--- config.mk ---
export PLATFORM = sky130hd
export DESIGN_NAME = rsfl_ram
export DESIGN_NICKNAME = d
export VERILOG_FILES = /design/src/hw/rtl/rsfl_ram.sv
export SDC_FILE = /design/constraint.sdc
export NUM_CORES = 1
export LEC_CHECK = 0
export BUFFER_PORTS_ARGS = -buffer_cell sky130_fd_sc_hd__buf_2
export CORE_MARGIN = 5
export CORE_UTILIZATION = 65
export DETAILED_ROUTE_END_ITERATION = 6
export PLACE_DENSITY = 0.8
export SETUP_SLACK_MARGIN = 0.15
export SYNTH_ARGS = -nofsm -noshare
export SYNTH_HDL_FRONTEND = slang
export SYNTH_SLANG_ARGS = --single-unit
--- constraint.sdc ---
create_clock -name clk_i -period 4.8 [get_ports clk_i]
set_clock_uncertainty 0.1 [all_clocks]
set_input_delay 0 -clock clk_i [delete_from_list [all_inputs] [get_ports clk_i]]
set_output_delay 0 -clock clk_i [all_outputs]
set_load 0.05 [all_outputs]
--- src/hw/rtl/rsfl_ram.sv ---
module rsfl_ram #(
  parameter int unsigned WIDTH = 8,
  parameter int unsigned DEPTH = 16,
  parameter int unsigned AW    = $clog2(DEPTH)
) (
  input  logic             clk_i,
  input  logic             we_i,
  input  logic [AW-1:0]    waddr_i,
  input  logic [WIDTH-1:0] wdata_i,
  input  logic             re_i,
  input  logic [AW-1:0]    raddr_i,
  output logic [WIDTH-1:0] rdata_o
);

  logic [WIDTH-1:0] mem [DEPTH];
  logic [WIDTH-1:0] rdata_q;

  always_ff @(posedge clk_i) begin
    if (we_i) begin
      mem[waddr_i] <= wdata_i;
    end
  end

  always_ff @(posedge clk_i) begin
    if (re_i) begin
      rdata_q <= mem[raddr_i];
    end
  end

  assign rdata_o = rdata_q;

endmodule

==> impl_metrics.py, run 1 <==
metrics = {
    "logic_synthesis": {
        "syn_area_mm2": 0.00523,
        "synth_top_area_share_pct": 78.1,
        "ys.flop_type": "edfxtp_1",
        "synth_area_leaders": "edfxtp_1, mux4_2, mux4_1",
        "postSynthNetCount": 248,
        "netlist_top_cells_count": "edfxtp_1, mux4_2, a22oi_1",
        "netlist_instances": 229,
        "ys_seq_area_share_pct": 78.1,
        "synth_adder_area_share_pct": 0,
        "synth-xor-area-share_pct": 0,
        "synth_cell_types": 18,
        "synth-simple-area-share_pct": 3.14,
        "muxShareOfSynthArea_pct": 14.8,
        "ys_warn_count": 0,
        "ys_ff_latch": 136,
        "synthArstFlopShare_pct": 0,
        "synth.most_common_cell": "edfxtp_1",
        "synth-compound-area-share_pct": 2.30,
        "synth_top_area_cell": "edfxtp_1",
        "synth-edff-count": 136,
        "synth_top_family_by_area": "multiplexers",
        "avgSynthCellArea_um2": 22.8,
    },
    "routing": {
        "via_count": 2617,
        "first_iter_violations": 331,
        "dr.pass1.iters": 5,
        "drc": 0,
        "vias_per_cell": 6.64,
        "ant_nets": 0,
        "routed_wl_mm": 11.0,
        "wl_per_cell_um": 27.9,
    },
    "cts": {
        "clk_pin_slew_ps": 60,
        "htreeDepth": 4,
        "cts_setup_buffers": 0,
        "clkLatencyLatePin_ps": 510,
        "tritoncts": "done",
        "clockBufferDepth": 2,
        "cts.sinks": 136,
        "clockRootBuffer": "clkbuf_8",
        "numCtsBuffers": 17,
    },
    "global_routing": {
        "grt_use_met2_pct": 34.6,
        "grt_use_met1_pct": 36.0,
        "grt_busiest_layer": "met1",
        "grt-ovfl-total": 0,
        "track_usage_pct": 24.1,
        "grt_pass1_vias": 2653,
        "grt_max_degree": 33,
        "grt_antenna_before_repair": 0,
        "grt_pass1_wl_mm": 16.6,
        "grtUsageMet3_pct": 6.52,
    },
    "die": {
        "initial_core_util_pct": 67.3,
        "die_y_um": 99.7,
        "die-area_mm2": 0.00994,
        "ioPinCount": 27,
        "dieWidth_um": 99.7,
        "core_mm2": 0.00777,
        "num_rows": 32,
    },
    "timing": {
        "setup_viol": 0,
        "slew_violations": 0,
        "fin_crit_sh_pct": 36.0,
        "hold_violations": 0,
        "slew_headroom_pct": 29.0,
        "tightest_slew_ps": 1070,
        "max_freq_ghz": 0.578,
        "tns_ps": 0,
        "timing.hold.ws_ps": 60.9,
        "grt_setup_unrepaired": "false",
        "period_minus_slack_ps": 1730,
    },
    "finish": {
        "syn_to_final_growth_pct": 17.8,
        "nets": 298,
        "drive_gt1_share_pct": 27.1,
        "antenna-diode-count": 0,
        "utilization_pct": 79.3,
    },
    "run": {
        "timing.max_cap.violations": 0,
    },
    "place": {
        "hpwl_mm": 5.90,
        "io_buffers": 26,
        "finalWeightedCongestion": 0.734,
    },
    "outcome": {
        "outcome": "complete, no violations",
    },
    "pwr": {
        "p_per_area_mw_per_mm2": 460,
        "p_sw_w": 0.000592,
        "pwr-share-comb_pct": 5.2,
        "p_sw_share_pct": 20.9,
        "vdd_drop_max_mv": 0.294,
        "internal-power_w": 0.00224,
        "p_seq_share_pct": 47.6,
        "p_leak_nw": 2.07,
        "p_clk_share_pct": 47.2,
    },
    "worst_setup_path": {
        "reg2reg_depth": 3,
        "worst_setup_path_start_kind": "primary input",
        "worstSetupPathType": "primary input to flip-flop",
        "cp_data_arrival_time_ps": 1890,
        "crit_path_max_fanout": 32,
        "required_ps": 4960,
        "cp-end-kind": "flip-flop",
    },
    "hold_path": {
        "worstHoldPathCells": 4,
        "hp-class": "primary input to flip-flop",
    },
}
[power by group through the flow]
stage | sequential, W | combinational (W) | clock, W
6_report | 0.00135 | 0.000148 | 0.00134
5_1_grt | 0.00135 | 0.000157 | 0.00141
4_1_cts | 0.00135 | 0.000148 | 0.00134
3_5_place_dp | 0.00137 | 0.000137 | 0
3_3_place_gp | 0.00137 | 0.000134 | 0
2_1_floorplan | 0.00139 | 0.0000675 | 0
[worst paths after layout]
path | startpoint | end | slack [ps]
min | we_i | mem[8][5] | 60
min reg2reg | mem[15][0] | rdata_o[0] | 670
max | raddr_i[0] | rdata_o[2] | 3070
max reg2reg | mem[8][2] | rdata_o[2] | 3110
[worst max-delay path, cell delays in order]
cell and delay [ps]:
buf_2 790, mux4_1 760, a22oi_1 230, nand2_1 90
[stage by stage]
step / power, W / setup slack (ps) / cell area [um^2] / cells
floorplan: 0.00146 / 3210 / 5230 / 229
global placement: 0.00150 / 2560 / 5420 / 350
detailed placement: 0.00151 / 2560 / 5420 / 350
CTS: 0.00284 / 3050 / 6160 / 394
global route: 0.00291 / 2950 / 6160 / 394
finish: 0.00283 / 3070 / 6160 / 394
[what timing repair did]
| action | CTS | global route |
|---|---|---|
| hold endpoints to repair | 168 | 0 |
| resized for setup | 0 | 0 |
| hold buffers | 12 | 0 |
[cells by family after synthesis]
group	count (synthesis)
mux	32
buf+inv	10
compound gates	16
flops	136
simple gates	35
[final cells by class]
cell class	instances	area, um^2
clock buffers	18	418
repair buffers	41	273
clock inverters	14	199
flip-flops and latches	136	4080
multi-input cells	83	1060
fillers	385	1610
well taps	102	128
[layer usage]
layer | vias to the layer above | part of all wire (%)
met2 | 202 | 48
met4 | 0 | 1.6
met3 | 19 | 12
met5 | - | 0
li1 | 1087 | -
met1 | 1309 | 39
[cells in the final DEF (no fill, tap or decap), types with 2 or more instances in the layout]
cell type and n:
edfxtp_1 136, buf_2 26, mux4_2 18, a22oi_1 16, clkbuf_16 16, mux4_1 14
nor2_1 13, dlygate4sd3_1 12, nand2_1 9, nor3_1 4, clkinvlp_4 4, bufinv_16 4
clkinv_4 3, buf_4 3, nand3b_1 2, nand2b_1 2, inv_6 2
[sequential cells by signal, indices dropped and copies added (netlist names)]
signal,count
rdata_o,8
mem,128
Power figures use the tool's default switching activity.
==> run 2: changes to the inputs <==
--- a/config.mk
+++ b/config.mk
@@ -5,11 +5,12 @@
 export SDC_FILE = /design/constraint.sdc
 export NUM_CORES = 1
 export LEC_CHECK = 0
+export ABC_AREA = 1
 export BUFFER_PORTS_ARGS = -buffer_cell sky130_fd_sc_hd__buf_2
 export CORE_MARGIN = 5
-export CORE_UTILIZATION = 65
+export CORE_UTILIZATION = 55
 export DETAILED_ROUTE_END_ITERATION = 6
-export PLACE_DENSITY = 0.8
+export PLACE_DENSITY = 0.71
 export SETUP_SLACK_MARGIN = 0.15
 export SYNTH_ARGS = -nofsm -noshare
 export SYNTH_HDL_FRONTEND = slang
==> constraint.sdc (replaced) <==
create_clock -name clk_i -period 1.43 [get_ports clk_i]
set_clock_uncertainty 0.1 [all_clocks]
set_input_delay 0 -clock clk_i [delete_from_list [all_inputs] [get_ports clk_i]]
set_output_delay 0 -clock clk_i [all_outputs]
set_load 0.05 [all_outputs]
==> impl_metrics.py, run 2 <==
metrics = {
    "die": {
        "ioPinCount": 27,
        "die-area_mm2": 0.0128,
        "initial_core_util_pct": 56.4,
        "core_mm2": 0.0104,
        "die_y_um": 113,
        "num_rows": 37,
        "dieWidth_um": 113,
    },
    "finish": {
        "instances_no_fill": 757,
        "largest-register": "mem",
        "final_cell_mix": "nand2_1, edfxtp_1, inv_1",
        "largest_reg_flops": 128,
        "stdcell_area_mm2": 0.00696,
        "layout_commonest_cell": "nand2_1",
        "nets": 627,
        "antenna-diode-count": 0,
        "drive_gt1_share_pct": 14.3,
        "syn_to_final_growth_pct": 19.0,
    },
    "worst_setup_path": {
        "cp.depth": 1,
        "worstSetupPathType": "flip-flop to output port",
        "crit_chain": "buf_6",
        "crit_path_max_fanout": 1,
        "worst_setup_path_start_kind": "flip-flop",
        "cp_num_buf_inv": 1,
        "critical-path-max-stage-delay_ps": 440,
        "cp_data_arrival_time_ps": 1160,
        "slowest_stage": "edfxtp_1",
        "cpLargestDelayFamily": "flip-flops",
        "reg2reg_depth": 6,
        "cp-end-kind": "output port",
        "required_ps": 1330,
    },
    "logic_synthesis": {
        "ys.flop_type": "edfxtp_1",
        "synth_top_area_share_pct": 69.8,
        "synthArstFlopShare_pct": 0,
        "postSynthNetCount": 570,
        "synth.most_common_cell": "nand2_1",
        "ys_warn_count": 0,
        "syn_area_mm2": 0.00585,
        "avgSynthCellArea_um2": 10.6,
        "netlist_top_cells_count": "nand2_1, edfxtp_1, inv_1",
        "ys_seq_area_share_pct": 69.8,
        "synth_top_area_cell": "edfxtp_1",
        "synth_cell_types": 11,
        "synth_area_leaders": "edfxtp_1, nand2_1, nand3_1",
        "netlist_instances": 551,
        "synth-edff-count": 136,
        "ys_ff_latch": 136,
    },
    "routing": {
        "topRoutingLayerUsed": "met4",
        "dr.pass1.iters": 5,
        "drc": 0,
        "via_count": 3952,
        "wl_met2_mm": 6.50,
        "first_iter_violations": 358,
        "met1_length_mm": 5.45,
        "wl_per_cell_um": 17.3,
        "wl_met3_um": 943,
        "ant_nets": 0,
        "routed_wl_mm": 13.1,
        "vias_per_cell": 5.22,
    },
    "outcome": {
        "outcome": "complete, no violations",
    },
    "cts": {
        "cts.sinks": 136,
        "clk_pin_slew_ps": 60,
        "htreeDepth": 4,
        "clockRootBuffer": "clkbuf_8",
        "clkLatencyLatePin_ps": 530,
        "numCtsBuffers": 17,
        "clockBufferDepth": 2,
        "tritoncts": "done",
    },
    "place": {
        "place_area_mm2": 0.00621,
        "io_buffers": 26,
        "place_inst": 714,
        "finalWeightedCongestion": 0.896,
        "hpwl_mm": 8.17,
    },
    "timing": {
        "hold_violations": 0,
        "slew_headroom_pct": 57.9,
        "max_freq_ghz": 0.796,
        "setup_viol": 0,
        "period_minus_slack_ps": 1260,
        "tightest_slew_ps": 631,
        "grt_setup_unrepaired": "true",
        "slew_violations": 0,
        "tns_ps": 0,
        "fin_crit_sh_pct": 87.9,
        "timing.hold.ws_ps": 26.5,
    },
    "pwr": {
        "vdd_drop_max_mv": 0.805,
        "power_w": 0.00940,
        "p_leak_nw": 3.02,
        "p_per_area_mw_per_mm2": 1350,
    },
    "global_routing": {
        "grt_pass1_wl_mm": 20.8,
        "grt_pass1_vias": 3809,
        "grt_max_degree": 57,
        "track_usage_pct": 22.1,
        "grt_antenna_before_repair": 0,
        "grt-ovfl-total": 0,
    },
    "hold_path": {
        "worstHoldPathCells": 4,
        "hp-class": "primary input to flip-flop",
    },
    "run": {
        "timing.max_cap.violations": 0,
    },
}
run 2: changes by cell type after synthesis, moves of 2 or more:
| cell | change |
|---|---|
| nand2_1 | +164 |
| inv_1 | +100 |
| nand3_1 | +96 |
| mux4_2 | -18 |
| a22oi_1 | -16 |
| mux4_1 | -14 |
| buf_2 | +10 |
| nor2_1 | +4 |
| nor3_1 | -4 |
| buf_4 | +3 |
| buf_6 | +3 |
| clkdlybuf4s25_2 | -3 |
| inv_2 | +2 |
| nand2b_1 | -2 |
run 2: final timing paths:
path / slack, ps / start / to
min: 30 / we_i / mem[1][0]
min reg2reg: 640 / mem[13][2] / rdata_o[2]
max: 170 / rdata_o[5] / rdata_o[5]
max reg2reg: 230 / mem[9][0] / rdata_o[0]
run 2: worst min-delay path: stages:
cell and delay (ps):
buf_2 120, nand2_1 140, nor2_1 80, buf_4 150
run 2: where the power goes:
group	internal [W]	total, W	switching (W)	leakage [nW]
Combinational	0.000207	0.000661	0.000454	1.51
Clock	0.00262	0.00421	0.00159	0.280
Sequential	0.00449	0.00453	0.0000331	1.24
Total	0.00732	0.00940	0.00207	3.02
run 2: cell families after synthesis:
group	share of synthesized area [%]
flops	69.8
buf+inv	9.39
simple gates	20.8
run 2: layout make-up:
| class | instances | area (um^2) |
|---|---|---|
| clock buffer | 17 | 414 |
| multi-input combinational | 289 | 1240 |
| tap | 136 | 170 |
| inverter | 102 | 383 |
| clock inverter | 15 | 160 |
| sequential | 136 | 4080 |
| fill | 816 | 3410 |
| timing repair buffer | 62 | 505 |
run 2: layer usage:
| metal | track usage, % | vias up |
|---|---|---|
| met5 | 0 | - |
| met4 | 7.05 | 0 |
| met3 | 5.99 | 16 |
| met2 | 35.6 | 159 |
| met1 | 29.3 | 1881 |
| li1 | - | 1896 |
run 2: per-stage QoR:
| step | util (%) | worst slack, ps |
|---|---|---|
| after detailed placement | 59.8 | 108 |
| after global routing | 67.1 | 140 |
| final | 67.1 | 173 |
| after floorplan | - | 379 |
| after global placement | 59.8 | 128 |
| after CTS | 66.6 | 143 |
run 2: timing repair:
item / 4_1_cts / 5_1_grt
endpoints found under the setup margin: 6 / 11
hold buffers: 11 / 0
hold endpoints to repair: 144 / 0
buffers inserted: 0 / 0
gates cloned: 0 / 0
gates resized for setup: 7 / 12
pin swaps: 0 / 1
