### src/hw/rtl/rsfl_pkg.sv
package rsfl_pkg;

  localparam int unsigned NUM_SLOTS = 1024;
  localparam int unsigned DATA_BITS = 64;

  // Port field widths
  localparam int unsigned FUNC_W  = 2;
  localparam int unsigned ID_W    = 10;
  localparam int unsigned WDATA_W = 64;
  localparam int unsigned CNT_W   = 11;

  // Slot index and link widths; a link can also hold NUM_SLOTS (empty list)
  localparam int unsigned SLOT_W = $clog2(NUM_SLOTS);
  localparam int unsigned LINK_W = $clog2(NUM_SLOTS + 1);

  localparam logic [LINK_W-1:0] LINK_EMPTY = LINK_W'(NUM_SLOTS);

  typedef enum logic [FUNC_W-1:0] {
    FUNC_READ   = 2'd0,
    FUNC_WRITE  = 2'd1,
    FUNC_ADD    = 2'd2,
    FUNC_DELETE = 2'd3
  } func_e;

  typedef enum logic [1:0] {
    STAT_OK      = 2'd0,
    STAT_MISSING = 2'd1,
    STAT_FULL    = 2'd2,
    STAT_CORRUPT = 2'd3
  } status_e;

  typedef enum logic {
    S_IDLE = 1'b0,
    S_EXEC = 1'b1
  } state_e;

  typedef struct packed {
    func_e               func;
    logic [ID_W-1:0]     record_id;
    logic [WDATA_W-1:0]  write_data;
  } req_t;

  typedef struct packed {
    status_e             status;
    logic [ID_W-1:0]     new_id;
    logic [WDATA_W-1:0]  read_data;
    logic [CNT_W-1:0]    active_count;
  } rsp_t;

  // One memory word per slot
  typedef struct packed {
    logic                 used;
    logic [LINK_W-1:0]    next_free;
    logic [DATA_BITS-1:0] data;
  } slot_entry_t;

  localparam int unsigned ENTRY_W = $bits(slot_entry_t);

endpackage

### src/hw/rtl/rsfl_ctrl.sv
module rsfl_ctrl (
  input  logic                          clk_i,
  input  logic                          rst_ni,
  input  logic                          in_valid_i,
  output logic                          in_stall_o,
  input  rsfl_pkg::req_t                in_data_i,
  input  logic                          out_hold_i,
  output logic                          rsp_valid_o,
  output rsfl_pkg::rsp_t                rsp_o,
  output logic                          ram_re_o,
  output logic [rsfl_pkg::SLOT_W-1:0]   ram_raddr_o,
  output logic                          ram_we_o,
  output logic [rsfl_pkg::SLOT_W-1:0]   ram_waddr_o,
  output rsfl_pkg::slot_entry_t         ram_wdata_o,
  input  rsfl_pkg::slot_entry_t         ram_rdata_i
);
  import rsfl_pkg::*;

  state_e state_q, state_d;
  req_t   req_q;
  logic [SLOT_W-1:0] addr_q;
  logic [LINK_W-1:0] head_q, head_d;
  logic [LINK_W-1:0] hw_q, hw_d;
  logic [LINK_W-1:0] used_q, used_d;

  logic accept;
  logic go;
  logic id_ok;
  logic id_used;
  logic head_used;
  logic we;
  slot_entry_t wentry;
  rsp_t rsp;

  // FSM next state
  always_comb begin
    state_d = state_q;
    unique case (state_q)
      S_IDLE: if (in_valid_i) state_d = S_EXEC;
      S_EXEC: if (!out_hold_i) state_d = S_IDLE;
      default: state_d = S_IDLE;
    endcase
  end

  // FSM outputs
  always_comb begin
    in_stall_o = 1'b1;
    go         = 1'b0;
    unique case (state_q)
      S_IDLE: in_stall_o = 1'b0;
      S_EXEC: go = !out_hold_i;
      default: ;
    endcase
  end

  assign accept = in_valid_i && !in_stall_o;

  // Read address: the slot named by the request, or the slot an add takes
  always_comb begin
    if (in_data_i.func == FUNC_ADD) begin
      ram_raddr_o = (head_q != LINK_EMPTY) ? SLOT_W'(head_q) : SLOT_W'(hw_q);
    end else begin
      ram_raddr_o = SLOT_W'(in_data_i.record_id);
    end
  end
  assign ram_re_o = accept;

  always_ff @(posedge clk_i) begin
    if (accept) begin
      req_q  <= in_data_i;
      addr_q <= ram_raddr_o;
    end
  end

  // In-use marks at or above the high-water count were never written; they read as clear.
  assign id_ok     = 32'(req_q.record_id) < NUM_SLOTS;
  assign id_used   = id_ok && (32'(req_q.record_id) < 32'(hw_q)) && ram_rdata_i.used;
  assign head_used = (head_q < hw_q) && ram_rdata_i.used;

  always_comb begin
    head_d = head_q;
    hw_d   = hw_q;
    used_d = used_q;
    we     = 1'b0;
    wentry = ram_rdata_i;
    rsp    = '0;
    rsp.status = STAT_OK;
    unique case (req_q.func)
      FUNC_READ: begin
        if (id_used) begin
          rsp.read_data = WDATA_W'(ram_rdata_i.data);
        end else begin
          rsp.status = STAT_MISSING;
        end
      end
      FUNC_WRITE: begin
        if (id_used) begin
          we          = 1'b1;
          wentry.data = req_q.write_data[DATA_BITS-1:0];
        end else begin
          rsp.status = STAT_MISSING;
        end
      end
      FUNC_ADD: begin
        if (head_q != LINK_EMPTY) begin
          if (head_q > LINK_EMPTY || head_used) begin
            rsp.status = STAT_CORRUPT;
          end else begin
            head_d      = ram_rdata_i.next_free;
            we          = 1'b1;
            wentry.used = 1'b1;
            wentry.data = req_q.write_data[DATA_BITS-1:0];
            used_d      = used_q + LINK_W'(1);
            rsp.new_id  = ID_W'(addr_q);
          end
        end else if (hw_q >= LINK_EMPTY) begin
          rsp.status = STAT_FULL;
        end else begin
          hw_d        = hw_q + LINK_W'(1);
          we          = 1'b1;
          wentry.used = 1'b1;
          wentry.data = req_q.write_data[DATA_BITS-1:0];
          used_d      = used_q + LINK_W'(1);
          rsp.new_id  = ID_W'(addr_q);
        end
      end
      FUNC_DELETE: begin
        if (id_used) begin
          we               = 1'b1;
          wentry.used      = 1'b0;
          wentry.next_free = head_q;
          head_d           = LINK_W'(req_q.record_id);
          used_d           = used_q - LINK_W'(1);
        end else begin
          rsp.status = STAT_MISSING;
        end
      end
      default: ;
    endcase
    rsp.active_count = CNT_W'(used_d);
  end

  assign ram_we_o    = go && we;
  assign ram_waddr_o = addr_q;
  assign ram_wdata_o = wentry;
  assign rsp_valid_o = go;
  assign rsp_o       = rsp;

  always_ff @(posedge clk_i or negedge rst_ni) begin
    if (!rst_ni) begin
      state_q <= S_IDLE;
      head_q  <= LINK_EMPTY;
      hw_q    <= '0;
      used_q  <= '0;
    end else begin
      state_q <= state_d;
      if (go) begin
        head_q <= head_d;
        hw_q   <= hw_d;
        used_q <= used_d;
      end
    end
  end

endmodule

### config.mk
export PLATFORM = sky130hd
export DESIGN_NAME = rsfl_ctrl
export DESIGN_NICKNAME = d
export VERILOG_FILES = /design/src/hw/rtl/rsfl_pkg.sv /design/src/hw/rtl/rsfl_ctrl.sv
export SDC_FILE = /design/constraint.sdc
export NUM_CORES = 1
export LEC_CHECK = 0
export BUFFER_PORTS_ARGS = -buffer_cell sky130_fd_sc_hd__buf_2
export CAP_MARGIN = 25
export CORE_ASPECT_RATIO = 0.6
export CORE_MARGIN = 2
export CORE_UTILIZATION = 45
export CTS_CLUSTER_SIZE = 8
export DETAILED_ROUTE_END_ITERATION = 8
export GPL_TIMING_DRIVEN = 0
export HOLD_SLACK_MARGIN = 0.15
export PLACE_DENSITY_LB_ADDON = 0.25
export SYNTH_ARGS = -nofsm -noshare
export SYNTH_HDL_FRONTEND = slang
export SYNTH_SLANG_ARGS = --single-unit
### constraint.sdc
create_clock -name clk_i -period 15.11 [get_ports clk_i]
set_input_delay 1.511 -clock clk_i [delete_from_list [all_inputs] [get_ports clk_i]]
set_output_delay 1.511 -clock clk_i [all_outputs]
set_load 0.02 [all_outputs]
==> results of run 1 <==
report_power, final:
part           total [mW]  switching, mW  internal [mW]  leakage (nW)
Clock               0.421          0.161          0.260         0.291
Combinational       0.496          0.319          0.177          3.50
Sequential          0.442         0.0425          0.399          1.19
Total                1.36          0.523          0.836          4.98
how the worst max path moves through the flow:
| stage | from | endpoint | slack, ns | cells past startpoint |
|---|---|---|---|---|
| finish | ram_rdata_i[75] | ram_wdata_o[37] | 9.63 | 10 |
| detailed placement | ram_rdata_i[75] | ram_wdata_o[26] | 9.77 | 10 |
| global route | ram_rdata_i[75] | ram_wdata_o[26] | 9.48 | 10 |
| floorplan | in_valid_i | ram_re_o | 8.05 | 1 |
| global placement | in_valid_i | ram_re_o | 5.57 | 3 |
| CTS | ram_rdata_i[75] | ram_wdata_o[48] | 9.75 | 10 |
per-layer routing:
layer  GRT usage  vias up
li1            -     3564
met1       0.473     3785
met2       0.427      473
met3      0.0807       31
met4      0.0720        0
met5           0        -
cell type report:
| type | count | area, µm² |
|---|---|---|
| fillers | 1407 | 6110 |
| inverters | 35 | 131 |
| clock inverters | 15 | 176 |
| multi-input cells | 541 | 3720 |
| flip-flops and latches | 120 | 3430 |
| plain buffers | 58 | 272 |
| well taps | 228 | 285 |
| clock buffers | 17 | 425 |
| repair buffers | 344 | 1750 |
synth_stat cells, types with 4 or more instances:
| cell | n |
|---|---|
| nor3_1 | 21 |
| ha_1 | 28 |
| a21oi_1 | 39 |
| dfrtp_1 | 33 |
| and3_1 | 60 |
| mux2i_1 | 16 |
| nand2_1 | 62 |
| o21ai_0 | 40 |
| nand4_1 | 8 |
| nor2b_1 | 4 |
| buf_6 | 5 |
| buf_2 | 10 |
| nor2_1 | 47 |
| a221o_1 | 12 |
| and2_1 | 12 |
| mux2_2 | 11 |
| xor2_1 | 5 |
| inv_1 | 32 |
| clkbuf_1 | 41 |
| a31oi_1 | 6 |
| nor4_1 | 4 |
| nand2b_1 | 5 |
| a21o_1 | 4 |
| xnor2_1 | 18 |
| a22o_1 | 64 |
| o211ai_1 | 4 |
| o221ai_1 | 9 |
| nand3_1 | 16 |
| edfxtp_1 | 86 |
cells by family (layout without fill, tap and decap cells):
kind of cell,count (synthesis),count (layout),synth area share
DFF,120,120,0.455
adders and majority gates,28,28,0.0464
buffers and inverters,93,469,0.0534
and+or+nand+nor,259,259,0.181
muxes,27,27,0.0376
AOI/OAI and AO/OA,204,204,0.199
xor gates and xnor gates,23,23,0.0267
worst reg2reg max path, stage by stage (launching register included):
cell and delay (ns):
dfrtp_1 0.52, inv_2 0.16, ha_1 0.38, nand4_1 0.20, nor3_1 0.27, a21oi_2 0.21
a21oi_1 0.50, o221a_2 0.35, clkbuf_1 0.48, nor2_1 0.10, a21oi_1 0.14
registers in the layout (all words and copies together) (netlist names):
signal and count:
head_q 11, hw_q 11, ram_waddr_o 10, req_q 76, state_q 1, used_q 11
through the flow:
stage               hold WS (ns)  total power [mW]   util
floorplan                  0.466             0.761      -
global placement           0.487             0.927  0.585
detailed placement         0.493             0.932  0.588
CTS                        0.500              1.35  0.625
global route               0.505              1.42  0.625
finish                     0.500              1.36  0.625
==> results.md, run 1 <==
- Outcome: finished clean
- Slew @ Worst Pin: 0.892 ns
- Period utilisation layout: 0.363
- WHS Endpoint: hw_q[4]$_DFFE_PN0P_
- RSZ-0062 raised after global routing: false
- Routed wl met3: 3.10 mm
- Post CTS Setup Buffer Count: 0
- Ant diodes: 0
- Synth area leaders: edfxtp_1 (34%), dfrtp_1 (11%), a22o_1 (7.4%), and3_1 (5.0%), ha_1 (4.6%)
- Initial Utilization: 0.463
- Uppermost layer routed: met4
- Worst Path Buf+Inv: 3
- DRT Pass-1 Iters: 5
- Number of synthesized flops with an enable pin: 86
- Max rail drop VDD: 0.0732 mV
- CP Data Required Time: 13.60 ns
- Reg-to-reg setup timing slack: 11.72 ns
- Hold Path Depth: 1
- Number of port buffers: 342
- Post-Route M1 WL: 12.8 mm
- Placed inst area: 9590 µm²
- Clk Latency, worst-skew pair: 0.42 ns
- Cells after synthesis: 754
- Commonest non-fill, non-tap cell in the layout: buf_2
- Design area: 10200 µm²
- Most frequent CP cell: buf_2
- Synth cell types: 68
- Worst Hold Class: register to register
- Async SR Flop Fraction: 0.283
- Worst-path fanout max: 10
- CTS tree: done
- R2r worst-path depth: 10
- Clock slew at reported path FFs: 0.06 ns
- Top FF cell, synth: edfxtp_1
- Number of endpoints failing setup at the final stage: 0
- Die width: 171 µm
- Final HPWL DP: 21.7 mm
- Pre-CTS WS: 9.77 ns
- Clk_skew: 0.0102 ns
- Most frequent cells in the layout: buf_2 (352), edfxtp_1 (86), a22o_1 (64)
- Vias/cell: 5.78
- Crit path capture type: output pin
- First-pass GRT wire length: 41.5 mm
- Post_cts resized: 0
- First DRT Iteration DRCs: 935
- Gr usage total: 0.308
- Drt wl/cell: 20.6 µm
- Number of CTS-inserted buffers: 17
- R2r endpoint: head_q[3]$_DFFE_PN0P_
- Hold Vio Cnt, Final: 0
- Synth Cell Area: 7550 µm²
- Clock sink total: 120
- Share of cells above drive strength 1: 0.373
- Final non-filler cell total: 1358
- Crit path DAT: 3.97 ns
- P_leak: 4.98 nW
- Maximum clock path buffer count: 2
- Largest net degree at the start of global routing: 35
- Final Worst Setup Slack: 9.63 ns
- Fmax: 183 MHz
- Delay-heaviest family, CP: simple AND/OR/NAND/NOR gates
- Routed vias: 7853
- Post-route ant nets: 0
- Ports: 343
- CP Cell Sequence: buf_2 -> nor2b_1 -> o21ai_0 -> nor3_2 -> a21oi_2 -> nand2b_1 -> nand3_2 -> clkbuf_1 -> a22o_1 -> buf_2
- DIE HEIGHT: 104 µm
- Nets@finish: 1301
- Final WL: 28.0 mm
- DP Cell Count: 1326
- Startpoint types: input port
- Seq cells post-synth: 120
- Post-synthesis net count: 938
- Sequential area share after synthesis: 0.455
- H-tree depth: 4
- Critical Path Max Stage Delay: 0.57 ns
- Met2 WL: 11.8 mm
- Max-cap violations: 0
- Antenna violations before repair: 0
- Vias in the first global route: 7116
- Post-synth top area share: 0.342
- Period minus WS final: 5.48 ns
- Core area: 16300 µm²
- Critical hold path startpoint: hw_q[4]$_DFFE_PN0P_
- Avg Cell Area, Syn: 10.0 µm²
- Post-route setup TNS: 0 ns
- Power Density: 133 nW/µm²
- Yosys warning total: 0
- Yosys top cell by area: edfxtp_1
- Placer congestion estimate: 0.950
- Cts hold-fix bufs: 0
- Count of final max-slew check failures: 0
- GRT overflow: 0
- Clk root buf: clkbuf_16
- # DRC: 0
- Setup Crit Path Kind: input port to output pin
- FP Rows: 36
- Worst path slowest cell: nor3_2
- R2R Path Start: hw_q[10]$_DFFE_PN0P_
- Die area: 17900 µm²
- Synthesis-to-finish area growth: 35.1%
- Worst slew margin: 0.405
Power figures use the tool's default switching activity.
==> run 2: changes to the inputs <==
--- a/config.mk
+++ b/config.mk
@@ -9,7 +9,7 @@
 export CAP_MARGIN = 25
 export CORE_ASPECT_RATIO = 0.6
 export CORE_MARGIN = 2
-export CORE_UTILIZATION = 45
+export CORE_UTILIZATION = 43
 export CTS_CLUSTER_SIZE = 8
 export DETAILED_ROUTE_END_ITERATION = 8
 export GPL_TIMING_DRIVEN = 0
==> constraint.sdc (replaced) <==
create_clock -name clk_i -period 4.8 [get_ports clk_i]
set_input_delay 0.48 -clock clk_i [delete_from_list [all_inputs] [get_ports clk_i]]
set_output_delay 0.48 -clock clk_i [all_outputs]
set_load 0.02 [all_outputs]
==> run 2 against run 1 <==
  * Core utilization decreased by 3.3 points
  * Via count fell by 0.11%
  * Global-route usage decreased by 0.78 points
  * Die area up 4.5%
  * Cell area down 0.25%
  * First-iteration DRC count grew 3.2%
  * Sequential power rose to 3.2 times the previous value
  * Non-clock buffer count unchanged
  * Critical endpoint is now ram_wdata_o[2]
  * Largest cell class unchanged
==> results.md, run 2 (synthesized netlist as in run 1, its figures left out) <==
- Nets@finish: 1301 (unchanged)
- Share of cells above drive strength 1: 0.373 (+0.000885)
- Fmax: 230 MHz
- R2R Path Start: hw_q[10]$_DFFE_PN0P_
- Worst Hold Class: input port to asynchronous set/reset pin
- GRT overflow: 0 (unchanged)
- Crit path DAT: 3.86 ns (-0.11 ns)
- Post_cts resized: 0 (unchanged)
- Ports: 343 (unchanged)
- Max rail drop VDD: 0.232 mV (+220%)
- Internal Power: 2.54 mW (+200%)
- Cts hold-fix bufs: 0 (unchanged)
- Count of final max-slew check failures: 0 (unchanged)
- Seq. cell area: 3430 µm² (unchanged)
- Die width: 175 µm (+2.2%)
- Number of port buffers: 342 (unchanged)
- Total power: 4.22 mW (+210%)
- Initial Utilization: 0.439 (-0.0234)
- Post CTS Setup Buffer Count: 0 (unchanged)
- RSZ-0062 raised after global routing: false
- Number of endpoints failing setup at the final stage: 0 (unchanged)
- DRT Pass-1 Iters: 7 (+2)
- Routed vias: 7844 (-0.11%)
- Antenna violations before repair: 0 (unchanged)
- Die area: 18700 µm² (+4.5%)
- Outcome: finished clean
- First-pass GRT wire length: 42.1 mm (+1.6%)
- Hold Vio Cnt, Final: 0 (unchanged)
- Gr usage total: 0.300 (-0.00783)
- Clk_skew: 0.0107 ns (+0.000499 ns)
- Reg with most FFs: req_q
- Clk Latency, worst-skew pair: 0.42 ns (about the same)
- Layout fillers: 1540 (+9.5%)
- Gate power share: 0.372 (+0.007)
- Final WL: 28.6 mm (+2.1%)
- Reg-to-reg setup timing slack: 1.32 ns (-10.40 ns)
- Vias in the first global route: 7285 (+2.4%)
- Slew @ Worst Pin: 0.883 ns (-0.00898 ns)
- Clock slew at reported path FFs: 0.07 ns (about the same)
- R2r worst-path depth: 10 (unchanged)
- # DRC: 0 (unchanged)
- Clk pwr share: 0.297 (-0.013)
- Setup Crit Path Kind: register to output pin
- Vias/cell: 5.75 (-0.63%)
- Placer congestion estimate: 0.988 (+4.0%)
- CP Data Required Time: 4.32 ns (-9.28 ns)
- Final hold slack: 0.170 ns (-0.331 ns)
- DIE HEIGHT: 107 µm (+2.2%)
- Period utilisation layout: 0.904
- Number of CTS-inserted buffers: 17 (unchanged)
- Multi-input logic area: 3720 µm² (unchanged)
- Final HPWL DP: 22.2 mm (+2.1%)
- Worst-path fanout max: 10 (unchanged)
- P_leak: 4.96 nW (-0.39%)
- R2r endpoint: head_q[9]$_DFFE_PN0P_
- Drt wl/cell: 21.0 µm (+1.6%)
- First DRT Iteration DRCs: 965 (+3.2%)
- Crit path capture type: output pin
- Startpoint types: register
- Core area: 17200 µm² (+5.3%)
- Largest net degree at the start of global routing: 35 (unchanged)
- Maximum clock path buffer count: 2 (unchanged)
- FP Rows: 37 (+2.8%)
- Clk root buf: clkbuf_16
- Sw Ratio: 0.400 (+0.0149)
- Period minus WS final: 4.34 ns
- Synthesis-to-finish area growth: 34.7%
- Max-cap violations: 0 (unchanged)
- H-tree depth: 4 (unchanged)
- Clock sink total: 120 (unchanged)
- Seq pwr share: 0.331 (+0.006)
- Psw: 1.69 mW (+220%)
- Commonest non-fill, non-tap cell in the layout: buf_2
- Post-route ant nets: 0 (unchanged)
- Power Density: 415 nW/µm² (+210%)
- Max reg flops: 76 (unchanged)
- Worst slew margin: 0.411 (+0.00599)
- Most frequent cells in the layout: buf_2 (352), edfxtp_1 (86), a22o_1 (64)
- CTS tree: done
run 2: how the worst max path moves through the flow:
stage | from | end | slack [ns] | cells after the start
final | hw_q[10]$_DFFE_PN0P_ | ram_wdata_o[2] | 0.46 | 11
after global routing | hw_q[10]$_DFFE_PN0P_ | ram_wdata_o[2] | 0.28 | 11
after CTS | hw_q[10]$_DFFE_PN0P_ | ram_wdata_o[2] | 0.56 | 11
after detailed placement | hw_q[10]$_DFFE_PN0P_ | ram_wdata_o[2] | 1.05 | 11
after global placement | in_valid_i | ram_re_o | -0.16 | 3
after floorplan | state_q$_DFF_PN0_ | ram_re_o | 1.44 | 1
run 2: layer usage:
layer,share of wire,track usage
met1,0.45,0.459
met2,0.43,0.421
met3,0.11,0.0848
met4,0.0065,0.0554
met5,0,0
run 2: area by class of cell:
| type | instances | area share |
|---|---|---|
| timing repair buffer | 344 | 0.172 |
| clock inverter | 15 | 0.0139 |
| multi-input combinational | 541 | 0.365 |
| buffer | 58 | 0.0267 |
| sequential | 120 | 0.338 |
| antenna | 1 | 0.000246 |
| tap | 234 | 0.0288 |
| inverter | 35 | 0.0129 |
| clock buffer | 17 | 0.0418 |
run 2: worst max-delay path: stages (launching register included):
cell      delay, ns
dfrtp_1        0.53
inv_2          0.15
ha_1           0.36
nand4_1        0.19
o21ai_0        0.18
nor3_2         0.58
a21oi_2        0.13
nand2b_1       0.22
nand3_2        0.22
clkbuf_1       0.40
a22o_1         0.29
buf_2          0.19
run 2: power groups by stage:
| stage | combinational [mW] | clock (mW) | sequential [mW] |
|---|---|---|---|
| CTS | 1.55 | 1.27 | 1.39 |
| detailed placement | 1.54 | 0 | 1.41 |
| global route | 1.70 | 1.31 | 1.41 |
| finish | 1.57 | 1.25 | 1.40 |
| floorplan | 1.01 | 0 | 1.38 |
| global placement | 1.51 | 0 | 1.41 |
run 2: metrics by stage:
stage / std cells / area, µm² / TNS (ns) / worst slack (ns) / utilization
after CTS: 1364 / 10200 / 0 / 0.561 / 0.592
final: 1365 / 10200 / 0 / 0.462 / 0.592
after global placement: 1330 / 9550 / -0.160 / -0.160 / 0.556
after floorplan: 754 / 7550 / 0 / 1.44 / -
after detailed placement: 1332 / 9600 / 0 / 1.05 / 0.559
after global routing: 1364 / 10200 / 0 / 0.280 / 0.592
